<file path="src/rtl/scs1_pkg.sv">
// Package for the scan code set 1 decoder: state and result types, code
// constants, modifier update and the key code lookup.
// No dependencies.
package scs1_pkg;

    localparam logic [7:0] PREFIX_E0 = 8'hE0;
    localparam logic [7:0] PREFIX_E1 = 8'hE1;

    localparam logic [6:0] SC_LSHIFT  = 7'h2A;
    localparam logic [6:0] SC_RSHIFT  = 7'h36;
    localparam logic [6:0] SC_LCTRL   = 7'h1D;
    localparam logic [6:0] SC_LALT    = 7'h38;
    localparam logic [6:0] SC_CAPS    = 7'h3A;
    localparam logic [6:0] SC_NUMLOCK = 7'h45;

    localparam int MOD_LSHIFT  = 0;
    localparam int MOD_RSHIFT  = 1;
    localparam int MOD_LCTRL   = 2;
    localparam int MOD_LALT    = 3;
    localparam int MOD_CAPS    = 4;
    localparam int MOD_NUMLOCK = 5;

    localparam logic [1:0] LEN_SINGLE = 2'd1;
    localparam logic [1:0] LEN_E0     = 2'd2;
    localparam logic [1:0] LEN_E1     = 2'd3;

    localparam logic [7:0] RAW_E0_HI = 8'hE0;
    localparam logic [7:0] RAW_E1_HI = 8'hE1;

    typedef struct packed {
        logic [1:0] bytes_held;
        logic [1:0] seq_len;
        logic [7:0] held1;      // first byte after an E1 prefix
        logic [5:0] mods;
    } dec_state_t;

    typedef struct packed {
        logic [23:0] event_code;
        logic [5:0]  key_code;
        logic        key_down;
        logic [5:0]  modifiers;
    } dec_result_t;

    function automatic logic [5:0] key_lookup(input logic [6:0] low);
        logic [5:0] k;
        case (low)
            7'h1C: k = 6'd1;
            7'h01: k = 6'd2;
            7'h0E: k = 6'd3;
            7'h0F: k = 6'd4;
            7'h39: k = 6'd5;
            7'h1E: k = 6'd6;
            7'h30: k = 6'd7;
            7'h2E: k = 6'd8;
            7'h20: k = 6'd9;
            7'h12: k = 6'd10;
            7'h21: k = 6'd11;
            7'h22: k = 6'd12;
            7'h23: k = 6'd13;
            7'h17: k = 6'd14;
            7'h24: k = 6'd15;
            7'h25: k = 6'd16;
            7'h26: k = 6'd17;
            7'h32: k = 6'd18;
            7'h31: k = 6'd19;
            7'h18: k = 6'd20;
            7'h19: k = 6'd21;
            7'h10: k = 6'd22;
            7'h13: k = 6'd23;
            7'h1F: k = 6'd24;
            7'h14: k = 6'd25;
            7'h16: k = 6'd26;
            7'h2F: k = 6'd27;
            7'h11: k = 6'd28;
            7'h2D: k = 6'd29;
            7'h15: k = 6'd30;
            7'h2C: k = 6'd31;
            7'h0B: k = 6'd32;
            7'h02: k = 6'd33;
            7'h03: k = 6'd34;
            7'h04: k = 6'd35;
            7'h05: k = 6'd36;
            7'h06: k = 6'd37;
            7'h07: k = 6'd38;
            7'h08: k = 6'd39;
            7'h09: k = 6'd40;
            7'h0A: k = 6'd41;
            7'h33: k = 6'd42;
            7'h34: k = 6'd43;
            default: k = 6'd0;
        endcase
        return k;
    endfunction

    // Shift/ctrl/alt follow make and break; locks toggle on make only.
    function automatic logic [5:0] mod_update(input logic [5:0] mods,
                                              input logic [6:0] low,
                                              input logic       make);
        logic [5:0] m;
        m = mods;
        case (low)
            SC_LSHIFT:  m[MOD_LSHIFT] = make;
            SC_RSHIFT:  m[MOD_RSHIFT] = make;
            SC_LCTRL:   m[MOD_LCTRL]  = make;
            SC_LALT:    m[MOD_LALT]   = make;
            SC_CAPS:    m[MOD_CAPS]    = mods[MOD_CAPS] ^ make;
            SC_NUMLOCK: m[MOD_NUMLOCK] = mods[MOD_NUMLOCK] ^ make;
            default:    m = mods;
        endcase
        return m;
    endfunction

endpackage

</file>
<file path="src/rtl/scan_code_set1_decoder.sv">
// Top level of the scan code set 1 decoder: input register, decode stage,
// sequence state and output register. Depends on scs1_pkg, scs1_decode.
//
//   Channel | Handshake           | Payload
//   --------+---------------------+---------------------------------------------
//   input   | in_valid, in_ready  | scan_byte
//   output  | out_valid, out_ready| event_code, key_code, key_down, modifiers
//
// One byte per cycle sustained while the output is not stalled; an event's last
// byte is held in the input register, then the event in the output register.
// Prefix bytes and the middle byte of an E1 sequence produce no beat.
// Reset clears the sequence counters and modifiers; a stalled output holds
// its beat and the input register keeps taking bytes that produce none.
module scan_code_set1_decoder (
    input  logic        clk,
    input  logic        rst_n,
    input  logic        in_valid,
    output logic        in_ready,
    input  logic [7:0]  scan_byte,
    output logic        out_valid,
    input  logic        out_ready,
    output logic [23:0] event_code,
    output logic [5:0]  key_code,
    output logic        key_down,
    output logic [5:0]  modifiers
);
    import scs1_pkg::*;

    logic        in_valid_reg;
    logic        in_valid_next;
    logic [7:0]  in_byte_reg;
    dec_state_t  state_reg;
    dec_state_t  state_next;
    dec_state_t  dec_state;
    logic        dec_emit;
    dec_result_t dec_result;
    logic        out_valid_reg;
    logic        out_valid_next;
    dec_result_t out_reg;
    logic        stage_go;

    scs1_decode u_decode (
        .scan_byte  (in_byte_reg),
        .state      (state_reg),
        .state_next (dec_state),
        .emit       (dec_emit),
        .result     (dec_result)
    );

    // the stage moves unless it has an event and the output beat is stuck
    assign stage_go = in_valid_reg && (!dec_emit || !out_valid_reg || out_ready);
    assign in_ready = !in_valid_reg || stage_go;

    always_comb
    begin
        in_valid_next = in_valid_reg;
        if (in_ready)
            in_valid_next = in_valid;
        state_next = stage_go ? dec_state : state_reg;
        out_valid_next = out_valid_reg;
        if (stage_go && dec_emit)
            out_valid_next = 1'b1;
        else if (out_ready)
            out_valid_next = 1'b0;
    end

    always_ff @(posedge clk or negedge rst_n)
    begin
        if (!rst_n)
        begin
            in_valid_reg  <= 1'b0;
            out_valid_reg <= 1'b0;
            state_reg     <= '0;
        end
        else
        begin
            in_valid_reg  <= in_valid_next;
            out_valid_reg <= out_valid_next;
            state_reg     <= state_next;
        end
    end

    always_ff @(posedge clk)
    begin
        if (in_valid && in_ready)
            in_byte_reg <= scan_byte;
        if (stage_go && dec_emit)
            out_reg <= dec_result;
    end

    assign out_valid  = out_valid_reg;
    assign event_code = out_reg.event_code;
    assign key_code   = out_reg.key_code;
    assign key_down   = out_reg.key_down;
    assign modifiers  = out_reg.modifiers;

`ifndef SYNTHESIS
    a_held_within_len: assert property (@(posedge clk) disable iff (!rst_n)
        state_reg.bytes_held <= state_reg.seq_len)
        else $error("sequence byte count beyond sequence length");

    a_stage_holds: assert property (@(posedge clk) disable iff (!rst_n)
        in_valid_reg && !stage_go |=> in_valid_reg && $stable(in_byte_reg))
        else $error("stalled input register lost its byte");

    a_mods_only_on_go: assert property (@(posedge clk) disable iff (!rst_n)
        !stage_go |=> $stable(state_reg.mods))
        else $error("modifiers changed without a decoded byte");

    a_prefixed_clean: assert property (@(posedge clk) disable iff (!rst_n)
        out_valid && event_code[23:7] != 17'd0
        |-> key_code == 6'd0 && modifiers == 6'd0)
        else $error("prefixed event carries key code or modifiers");
`endif

endmodule

</file>
<file path="src/rtl/scs1_decode.sv">
// Combinational decode of one scan byte against the sequence state:
// next state, event strobe and event fields.
// Depends on scs1_pkg.
module scs1_decode (
    input  logic [7:0]           scan_byte,
    input  scs1_pkg::dec_state_t state,
    output scs1_pkg::dec_state_t state_next,
    output logic                 emit,
    output scs1_pkg::dec_result_t result
);
    import scs1_pkg::*;

    logic       start;
    logic [6:0] low;
    logic       make;
    logic [5:0] mods_new;

    assign low      = scan_byte[6:0];
    assign make     = ~scan_byte[7];
    assign mods_new = mod_update(state.mods, low, make);

    // a byte opens a new sequence unless one is in progress
    assign start = (state.bytes_held == 2'd0) || (state.bytes_held >= state.seq_len);

    always_comb
    begin
        state_next = state;
        emit       = 1'b0;
        result     = '0;
        result.key_down = make;
        if (start)
        begin
            if (scan_byte == PREFIX_E1)
            begin
                state_next.seq_len    = LEN_E1;
                state_next.bytes_held = 2'd1;
            end
            else if (scan_byte == PREFIX_E0)
            begin
                state_next.seq_len    = LEN_E0;
                state_next.bytes_held = 2'd1;
            end
            else
            begin
                state_next.seq_len    = LEN_SINGLE;
                state_next.bytes_held = 2'd0;
                state_next.mods       = mods_new;
                emit                  = 1'b1;
                result.event_code     = {17'd0, low};
                result.key_code       = key_lookup(low);
                result.modifiers      = mods_new;
            end
        end
        else if (state.seq_len == LEN_E1 && state.bytes_held == 2'd1)
        begin
            state_next.held1      = scan_byte;
            state_next.bytes_held = 2'd2;
        end
        else
        begin
            state_next.bytes_held = 2'd0;
            emit                  = 1'b1;
            if (state.seq_len == LEN_E1)
                result.event_code = {RAW_E1_HI, 1'b0, state.held1[6:0], 1'b0, low};
            else
                result.event_code = {8'd0, RAW_E0_HI, 1'b0, low};
        end
    end

endmodule

</file>
<file path="config.mk">
export PLATFORM = sky130hd
export DESIGN_NAME = scan_code_set1_decoder
export DESIGN_NICKNAME = d
export VERILOG_FILES = /design/src/rtl/scs1_pkg.sv /design/src/rtl/scan_code_set1_decoder.sv /design/src/rtl/scs1_decode.sv
export SDC_FILE = /design/constraint.sdc
export NUM_CORES = 1
export LEC_CHECK = 0
export BUFFER_PORTS_ARGS = -buffer_cell sky130_fd_sc_hd__buf_2
export CAP_MARGIN = 20
export CORE_MARGIN = 3
export CORE_UTILIZATION = 43
export DETAILED_ROUTE_END_ITERATION = 8
export HOLD_SLACK_MARGIN = 0.05
export SYNTH_ARGS = -nofsm -noshare
export SYNTH_HDL_FRONTEND = slang
export SYNTH_HIERARCHICAL = 1
export SYNTH_SLANG_ARGS = --single-unit
</file>
<file path="constraint.sdc">
create_clock -name clk -period 3.9 [get_ports clk]
set_input_delay 0.39 -clock clk [delete_from_list [all_inputs] [get_ports clk]]
set_output_delay 0.39 -clock clk [all_outputs]
set_load 0.005 [all_outputs]
</file>
After elaboration in Yosys (flattened, before gate mapping) --
Memories as Yosys holds them, arrays and structs flattened. A register that Yosys moved wholly into a read port is not among the register bits. Index checks and enable logic that the tools add are counted.
Storage, ports and cells: register bits after elaboration 64, bits in read-only memories 384, input bits 12, logic and storage cells 70, memories 1
Cells by class: order comparisons 1, equal/unequal tests 10, muxes and demuxes 23, bitwise operators 6, reduce and logical (&&, ||, !) cells 18
Memory list:
- (name not given) | words 64, width 6, read ports 1, clocked after memory_dff 1, write ports 0, RTL line scs1_pkg.sv:46 | case (low)
Operator list (number):
- $mux W24 | 3
- $mux W30 | 1
- $eq A7 B6 Y1 const B | 4
- $eq A8 B8 Y1 const B | 2
- $mux W13 | 1
- $mux W1 | 12
- $mux W6 | 2
- $eq A7 B5 Y1 const B | 1
- $eq A7 B7 Y1 const B | 1
- $logic_and A1 B1 Y1 | 4
- $logic_or A1 B1 Y1 | 4
- $mux W2 | 2
- $mux W4 | 1
- $not A1 Y1 | 4
- $reduce_and A4 Y1 | 1
- $reduce_or A4 Y1 | 1
- $logic_not A1 Y1 | 3
- $mux W3 | 1
- $reduce_and A3 Y1 | 1
- $reduce_or A3 Y1 | 1
- $eq A2 B1 Y1 const B | 1
- $eq A2 B2 Y1 const B | 1
- $ge A2 B2 Y1 | 1
- $logic_not A2 Y1 | 1
- other kinds (3) | 4

Depth between registers and ports, before layout --
Gate-level depths: netlist of the first run.
depth after elaboration 11, gate-level depth with buffers 9

By module --
Netlist of the first run, hierarchy kept.
By module, submodules not included:
- scan_code_set1_decoder | instances 1, cells each 158, area each 2504.9 µm², sequential area each 1851.8 µm²
- scs1_decode | instances 1, cells each 192, area each 1330.0 µm², sequential area each 0.0 µm²

Worst setup path before layout of the first run --
OpenSTA, ideal clock, no wires.
path type reg2reg, from register state_reg[14] in the netlist's numbering, to register out_reg (netlist bit event_code[0]) (enable), setup time 0.431 ns, arrival 3.418 ns, required time 3.469 ns, slack 0.051 ns, stages on the path, launching flop included 8, path buffers 1, clock period less this slack 3.849 ns, cell sequence dfrtp_1 -> ha_1 -> nand2b_1 -> a211o_1 -> a21oi_1 -> buf_2 -> nand2_1 -> nor2_1
On the way: cells in the longest elaborated chain, start to end 9, elaborated cells on any way between the ends 11
Ends and longest elaborated chain:
- start: declaration | RTL line scan_code_set1_decoder.sv:32 | dec_state_t state_reg;
- start signal: assignment | RTL line scan_code_set1_decoder.sv:79 | state_reg <= state_next;
- $eq A2 B2 Y1 | RTL line scs1_decode.sv:54 | else if (state.seq_len == LEN_E1 && state.bytes_held == 2'd1)
- $logic_and A1 B1 Y1 | RTL line scs1_decode.sv:54
- $mux W1 | RTL line scs1_decode.sv:54
- $mux W1 (*) | RTL line scs1_decode.sv:31 | if (start)
- named net dec_emit | RTL line scan_code_set1_decoder.sv:35 | logic dec_emit;
- $logic_not A1 Y1 | RTL line scan_code_set1_decoder.sv:51 | assign stage_go = in_valid_reg && (!dec_emit || !out_valid_reg || out_ready);
- $logic_or A1 B1 Y1 (2 in a row) | RTL line scan_code_set1_decoder.sv:51
- $logic_and A1 B1 Y1 | RTL line scan_code_set1_decoder.sv:51
- $logic_and A1 B1 Y1 (*) | RTL line scan_code_set1_decoder.sv:87 | if (stage_go && dec_emit)
- end signal: assignment | RTL line scan_code_set1_decoder.sv:88 | out_reg <= dec_result;
- end: declaration | RTL line scan_code_set1_decoder.sv:39 | dec_result_t out_reg;
Mark *: on every way through the listed nets, which the timed path passes. The rest lies on a longest branch. A chain may end at the register's enable or synchronous reset.

Worst setup path in the final report of the first run --
from register state_reg[14] in the netlist's numbering, to register out_reg (netlist bit modifiers[0]) (enable)
Same word-level chain as after synthesis.

==> reports/results.txt, run 1 <==
The final wirelength was 8.91 mm; the number of top-level pins was 51. Prior to clock tree synthesis, the placed netlist has a worst setup slack of 1.03 ns. The initial antenna violation count was 0; the area overhead of the layout relative to synthesis was 13.8%. After floorplanning, the core was sized to cover 8380 um2. The run gives 5 as the number of detailed-route iterations in the first pass. The largest single stage delay on the critical path is 0.55 ns. The worst hold path belongs to the class in2reg.

The worst-case clock buffer depth came out at 2. Setup violations remaining at the end of the flow were counted as 0. The detailed-route vias per instance works out to 5.70. In the final layout, the multi-input gates occupy 1730 um2.

Summed over all failing endpoints, the final setup total negative slack is 0 ns. Combined buffer and inverter count along the critical path: 1. The wire-length estimate of the detail-placed layout is 5.91 mm. Walking the worst path, the cells encountered are ha_1 > nand2b_1 > a211o_1 > a21oi_1 > nand2_1 > nor2_4 > buf_12. The critical path starts at state_reg[14]$_DFFE_PN0P_.

The register with the most flip-flops in the layout has 24 of them. The first global-routing pass estimated 14.1 mm of wire. The run gives 349 MHz as the highest attainable clock frequency. The final setup slack of the worst path was 1.03 ns.

CTS sink count: 64. Cell chosen for the clock root: clkbuf_8. The setup check on the worst reg-to-reg path leaves a slack of 1.03 ns.

The worst setup path is captured at a flip-flop. A synthesized cell averages 11.0 um2. Clock skew on the completed layout was measured at 0.00797 ns. The library cell used most frequently in the layout, excluding fill and tap cells, is buf_2.

Cells with a size suffix above 1 make up 26.0% of the layout. TritonCTS built the clock tree. The max-slew violation count is 0, and the area of all placed cells without fillers is 4290 um2.

Entering global routing, the biggest net connects 37 pins. The tools report the starting DRC count in detailed routing as 207. The via count of the first global-routing pass was 2692; the count of standard-cell rows was 33. Summing all flip-flop and latch instances after layout gives 1830 um2. After filler insertion, the fill cell instance count of the layout stands at 783.

The H-tree generated during clock tree synthesis spans 3 levels. The sort of element at the start of the critical path was a flip-flop. In this run the tightest slew margin relative to its limit is 41.4%. In the layout the commonest cells are buf_2, edfxtp_1, nand2_1, nand2b_1, dfrtp_1. The critical path runs through a total of 7 cells. Measured on the finished design, the core utilization comes to 51.2%. The repair_antennas step left the layout with diodes totalling 0. The routed wire length per instance was 17.9 um; the power density over the cells was 471 nW/um2. The run gives 18.2% as the overall fraction of global-route tracks in use. Number of max-cap violations: 0. The number of cells traversed by the worst hold path was 1. For the worst voltage drop across the vdd grid, the log shows 182 uV.

The worst path needs 2.87 ns of the cycle, external delays included. Setup repair after global routing left no endpoint under its margin. The area of the die was 9930 um2; the width of the die was 99.7 um. The run gives 0 as the total global routing overflow. The endpoint identified for the worst register-to-register timing path is modifiers[0]$_DFFE_PP_. At the worst endpoint, the required time is 3.95 ns. Total DRC errors in the routed layout: 0.

Along the worst path, the maximum fanout reaches 19. The cell with the biggest individual delay on the critical path was nor2_4. Buffers inserted during clock tree synthesis total 9. The startpoint-to-endpoint class of the critical path is reg2reg.

For the pin with the worst max-slew slack, the measured transition is 0.872 ns. The number of buffers added on ports is 50, and the final hold violation count is 0. The total via count after detailed routing is 2834, and the effective utilization at floorplan is 45.0%. The logs give 2.02 mW for the overall power and 2.92 ns for the data arrival time of the critical path. For this design the static power due to leakage is 1.72 nW. The final layout contains 409 nets. The family of cells with the greatest summed delay on the critical path is simple AND/OR/NAND/NOR gates. In this run the critical register-to-register path is launched from state_reg[14]$_DFFE_PN0P_.

The tools report the capture point of the worst path as modifiers[0]$_DFFE_PP_. The Yosys step of the flow raised 6 warnings. The congestion estimate from routability-driven global placement came to 0.950. Clock latency on the worst-skew pair, taken at its later pin, is 0.35 ns. After synthesis the cells add up to 3770 um2. The cell count after synthesis came out at 344. The count of nets left with antenna violations once routing finished came out at 0. After clock tree synthesis, the setup repair step added 0 buffers. The chip height is 99.7 um, and the logic depth of the worst register-to-register path is 7.

The run finished with clean final reports. The CTS clock-pin slew for the worst setup and hold paths works out to 0.08 ns. The total placed instance area was 4060 um2; the post-route clock period utilization was 73.5%.
-- power by group --
part | switching [mW] | internal, mW | total (mW)
sequential | 0.0987 | 0.855 | 0.953
combinational | 0.222 | 0.194 | 0.416
clock | 0.287 | 0.366 | 0.653
-- layout make-up --
type | instances | area share [%]
Clock buffer | 9 | 2.89
Clock inverter | 7 | 2.36
Inverter | 10 | 0.874
Multi-Input combinational cell | 242 | 40.3
Sequential cell | 64 | 42.6
Tap cell | 105 | 3.06
Timing Repair Buffer | 60 | 7.93
-- timing repair --
action | 4_1_cts | 5_1_grt
resized for setup | 0 | 0
hold buffers | 1 | 0
hold endpoints to repair | 19 | 0
-- worst min-delay path by stage --
stage,endpoint,from,slack [ns]
after floorplan,in_valid_reg$_DFFE_PN0P_,rst_n,0.09
after global placement,state_reg[10]$_DFFE_PN0P_,rst_n,0.37
after detailed placement,state_reg[5]$_DFFE_PN0P_,rst_n,0.38
after CTS,in_byte_reg[4]$_DFFE_PP_,scan_byte[4],0.20
after global routing,in_byte_reg[1]$_DFFE_PP_,scan_byte[1],0.20
final,in_byte_reg[1]$_DFFE_PP_,scan_byte[1],0.21
-- routing by layer --
metal / routed length, um / share of wire [%] / global-route usage, %
met1: 4050 / 46 / 26.2
met2: 4220 / 47 / 28.0
met3: 549 / 6.2 / 3.72
met4: 87 / 0.98 / 5.04
met5: 0 / 0 / 0
-- stage by stage --
stage                     hold slack, ns  cells
after floorplan                   0.0944    348
after detailed placement           0.377    480
after global placement             0.374    480
after CTS                          0.203    497
after global routing               0.199    497
final                              0.211    497
Power figures use the tool's default switching activity.
==> run 2, diff against run 1 <==
Settings changed: ABC_AREA set to 1.
Clock period 3.9 ns to 2.8 ns, I/O delays scaled along.
==> reports/results.txt, run 2 <==
The number of flip-flops under the largest register name is 24, and the via count of the first global-routing pass is 2682. The final hold violation count was 0; the slew at the pin with the worst max-slew slack was 0.529 ns. The multi-input gate area in the final layout was 1370 um2.

The max-slew violation count came out at 0. The endpoint of the worst register-to-register path is event_code[2]$_DFFE_PP_. The overall fraction of global-route tracks in use was 18.9%. The sort of element at the start of the critical path was a flip-flop. The clock buffer count from CTS is 9, and the power density over the cells is 653 nW/um2. For the effective utilization at floorplan, the log shows 45.0%. The minimum clock period is 2.52 ns, and the area of all placed cells without fillers is 4050 um2.

The H-tree generated during clock tree synthesis spans 3 levels. After floorplanning, the core was divided into 32 placement rows. The cell count after synthesis came out at 415. Cell with the biggest individual delay on the critical path: dfrtp_1. The area growth from synthesis to layout is 15.4%. At the worst endpoint, the arrival time is 2.24 ns.

The CTS clock-pin slew for the worst setup and hold paths works out to 0.07 ns. The half-perimeter wire length of the detailed placement result was 5.71 mm; the share of post-route cells with drive strength above 1 was 21.4%. In this run the static leakage power is 1.91 nW. The logic depth of the worst register-to-register path is 10.

The later pin in the worst-skew pair is clocked with a latency of 0.34 ns. The logs give 0 for the antenna diode instance count and 64.5% for the worst max-slew margin expressed relative to the limit. Setup repair after global routing left no endpoint under its margin. The combined buffer and inverter count along the critical path was 3.

For this design, the sink count on the clock tree is 64. For this run, the number of Yosys warnings is 6. The final weighted congestion in routability-driven placement was 0.943; the width of the die was 96.3 um.

The run gives 0 as the number of max-cap violations. The number of buffers added on ports is 50. The number of top-level pins is 51. The number of detailed-route iterations in the first pass came out at 5. Leaving out fill and tap cells, the most frequent cell in the layout is nand2_1. For the pin count of the biggest net entering global routing, the log shows 38.

Registers take 1830 um2. The worst path uses 90.1% of the clock period. The signal on the critical path passes through inv_2 > ha_1 > o21ai_2 > nand3_2 > inv_2 > nand2_2 > nand2_1 > nand4_1 > buf_2. For the worst-case clock buffer depth, the log shows 2. TritonCTS built the clock tree. Overall power consumption after layout is estimated at 2.65 mW. Measured along the y axis, the die boundary spans 96.3 um. The tools report the initial antenna violation count as 0. Cells fill 51.9% of the core in the end. The region available for standard cell placement spans 7810 um2.

The detailed-route vias per instance came out at 5.08. In the final routed layout, each cell accounts on average for 13.9 um. The die covers 9280 um2. The run finished with clean final reports.

The setup slack on the worst flop-to-flop path was 0.43 ns. The largest single stage delay on the critical path is 0.39 ns. The tools report the required time at the endpoint of the critical path as 2.52 ns. The source of the worst register-to-register timing path is state_reg[16]$_DFFE_PN0P_. The tools report the worst setup skew after layout as 0.00522 ns. The kind of end point of the critical path was a primary output. In the final design database the tool counted 488 nets. Startpoint-to-endpoint class of the critical path: reg2out.

The maximum fanout encountered on the critical timing path works out to 9. The logs give 3510 um2 for the summed instance area of the synthesized netlist and 0 for the total global routing overflow. Across the VDD grid, the largest voltage drop is 283 uV. Broken down by cell family, the worst path's largest delay share belongs to simple AND/OR/NAND/NOR gates. For this run, the top clock speed supported by timing is 396 MHz. The minimum hold slack came out at 0.116 ns.

Counting stages on the worst path, the most repeated cell is inv_2. The first global-routing pass estimated 13.1 mm of wire. Worst setup path startpoint: state_reg[16]$_DFFE_PN0P_.

The path class of the tightest hold or removal check is in2reg. Starting DRC count in detailed routing: 307. In the layout the commonest cells are nand2_1, buf_2, edfxtp_1, nand3_1, nor2_1.

Wires add up to 7.97 mm. Gates resized during post-CTS repair numbered 0. Setup violations remaining at the end of the flow were counted as 0. Summing over every cut layer, the via total after detailed routing is 2912. The setup TNS was 0 ns; the total placed instance area was 3820 um2. The capture point of the worst path was in_ready. Fill cells in the final layout number 751. The count of nets left with antenna violations once routing finished came out at 0. Clock tree synthesis selected as its root buffer the cell clkbuf_8. The critical path crosses 9 cells after its start point. Post-synthesis area per instance: 8.46 um2. For this run, design rule violations remaining after detail routing come to 0.
-- run 2: power breakdown --
group          switching [mW]  internal, mW
clock                   0.367         0.502
sequential             0.0694          1.17
combinational           0.336         0.196
-- run 2: layout make-up --
cell class	count	area share (%)
Clock buffer	9	3.06
Clock inverter	7	2.35
Inverter	44	4.08
Multi-Input combinational cell	287	33.9
Sequential cell	64	45.1
Tap cell	102	3.15
Timing Repair Buffer	60	8.40
-- run 2: metal layers --
| layer | up-vias | share of wire (%) | track usage, % |
|---|---|---|---|
| met2 | 137 | 44 | 27.8 |
| met5 | - | 0 | 0 |
| met4 | 0 | 1.8 | 7.24 |
| met1 | 1332 | 45 | 27.5 |
| li1 | 1429 | - | - |
| met3 | 14 | 9.0 | 3.52 |
-- run 2: timing repair --
action,CTS,global route
hold buffers,1,0
endpoints found under the hold margin,19,0
setup endpoints to repair,0,0
setup buffers,0,0
-- run 2: stage by stage --
stage	std cells	setup slack, ns
after global routing	573	0.0678
after floorplan	419	0.172
after global placement	556	0.550
after CTS	573	0.275
after detailed placement	556	0.462
final	573	0.277
-- run 2: how the worst min path moves through the flow --
| stage | from | to | slack [ns] | depth (start not counted) |
|---|---|---|---|---|
| after CTS | scan_byte[3] | in_byte_reg[3]$_DFFE_PP_ | 0.10 | 1 |
| final | scan_byte[6] | in_byte_reg[6]$_DFFE_PP_ | 0.12 | 1 |
| after global placement | rst_n | state_reg[10]$_DFFE_PN0P_ | 0.26 | 1 |
| after global routing | scan_byte[5] | in_byte_reg[5]$_DFFE_PP_ | 0.10 | 1 |
| after floorplan | rst_n | in_valid_reg$_DFFE_PN0P_ | -0.02 | 0 |
| after detailed placement | rst_n | state_reg[10]$_DFFE_PN0P_ | 0.25 | 1 |
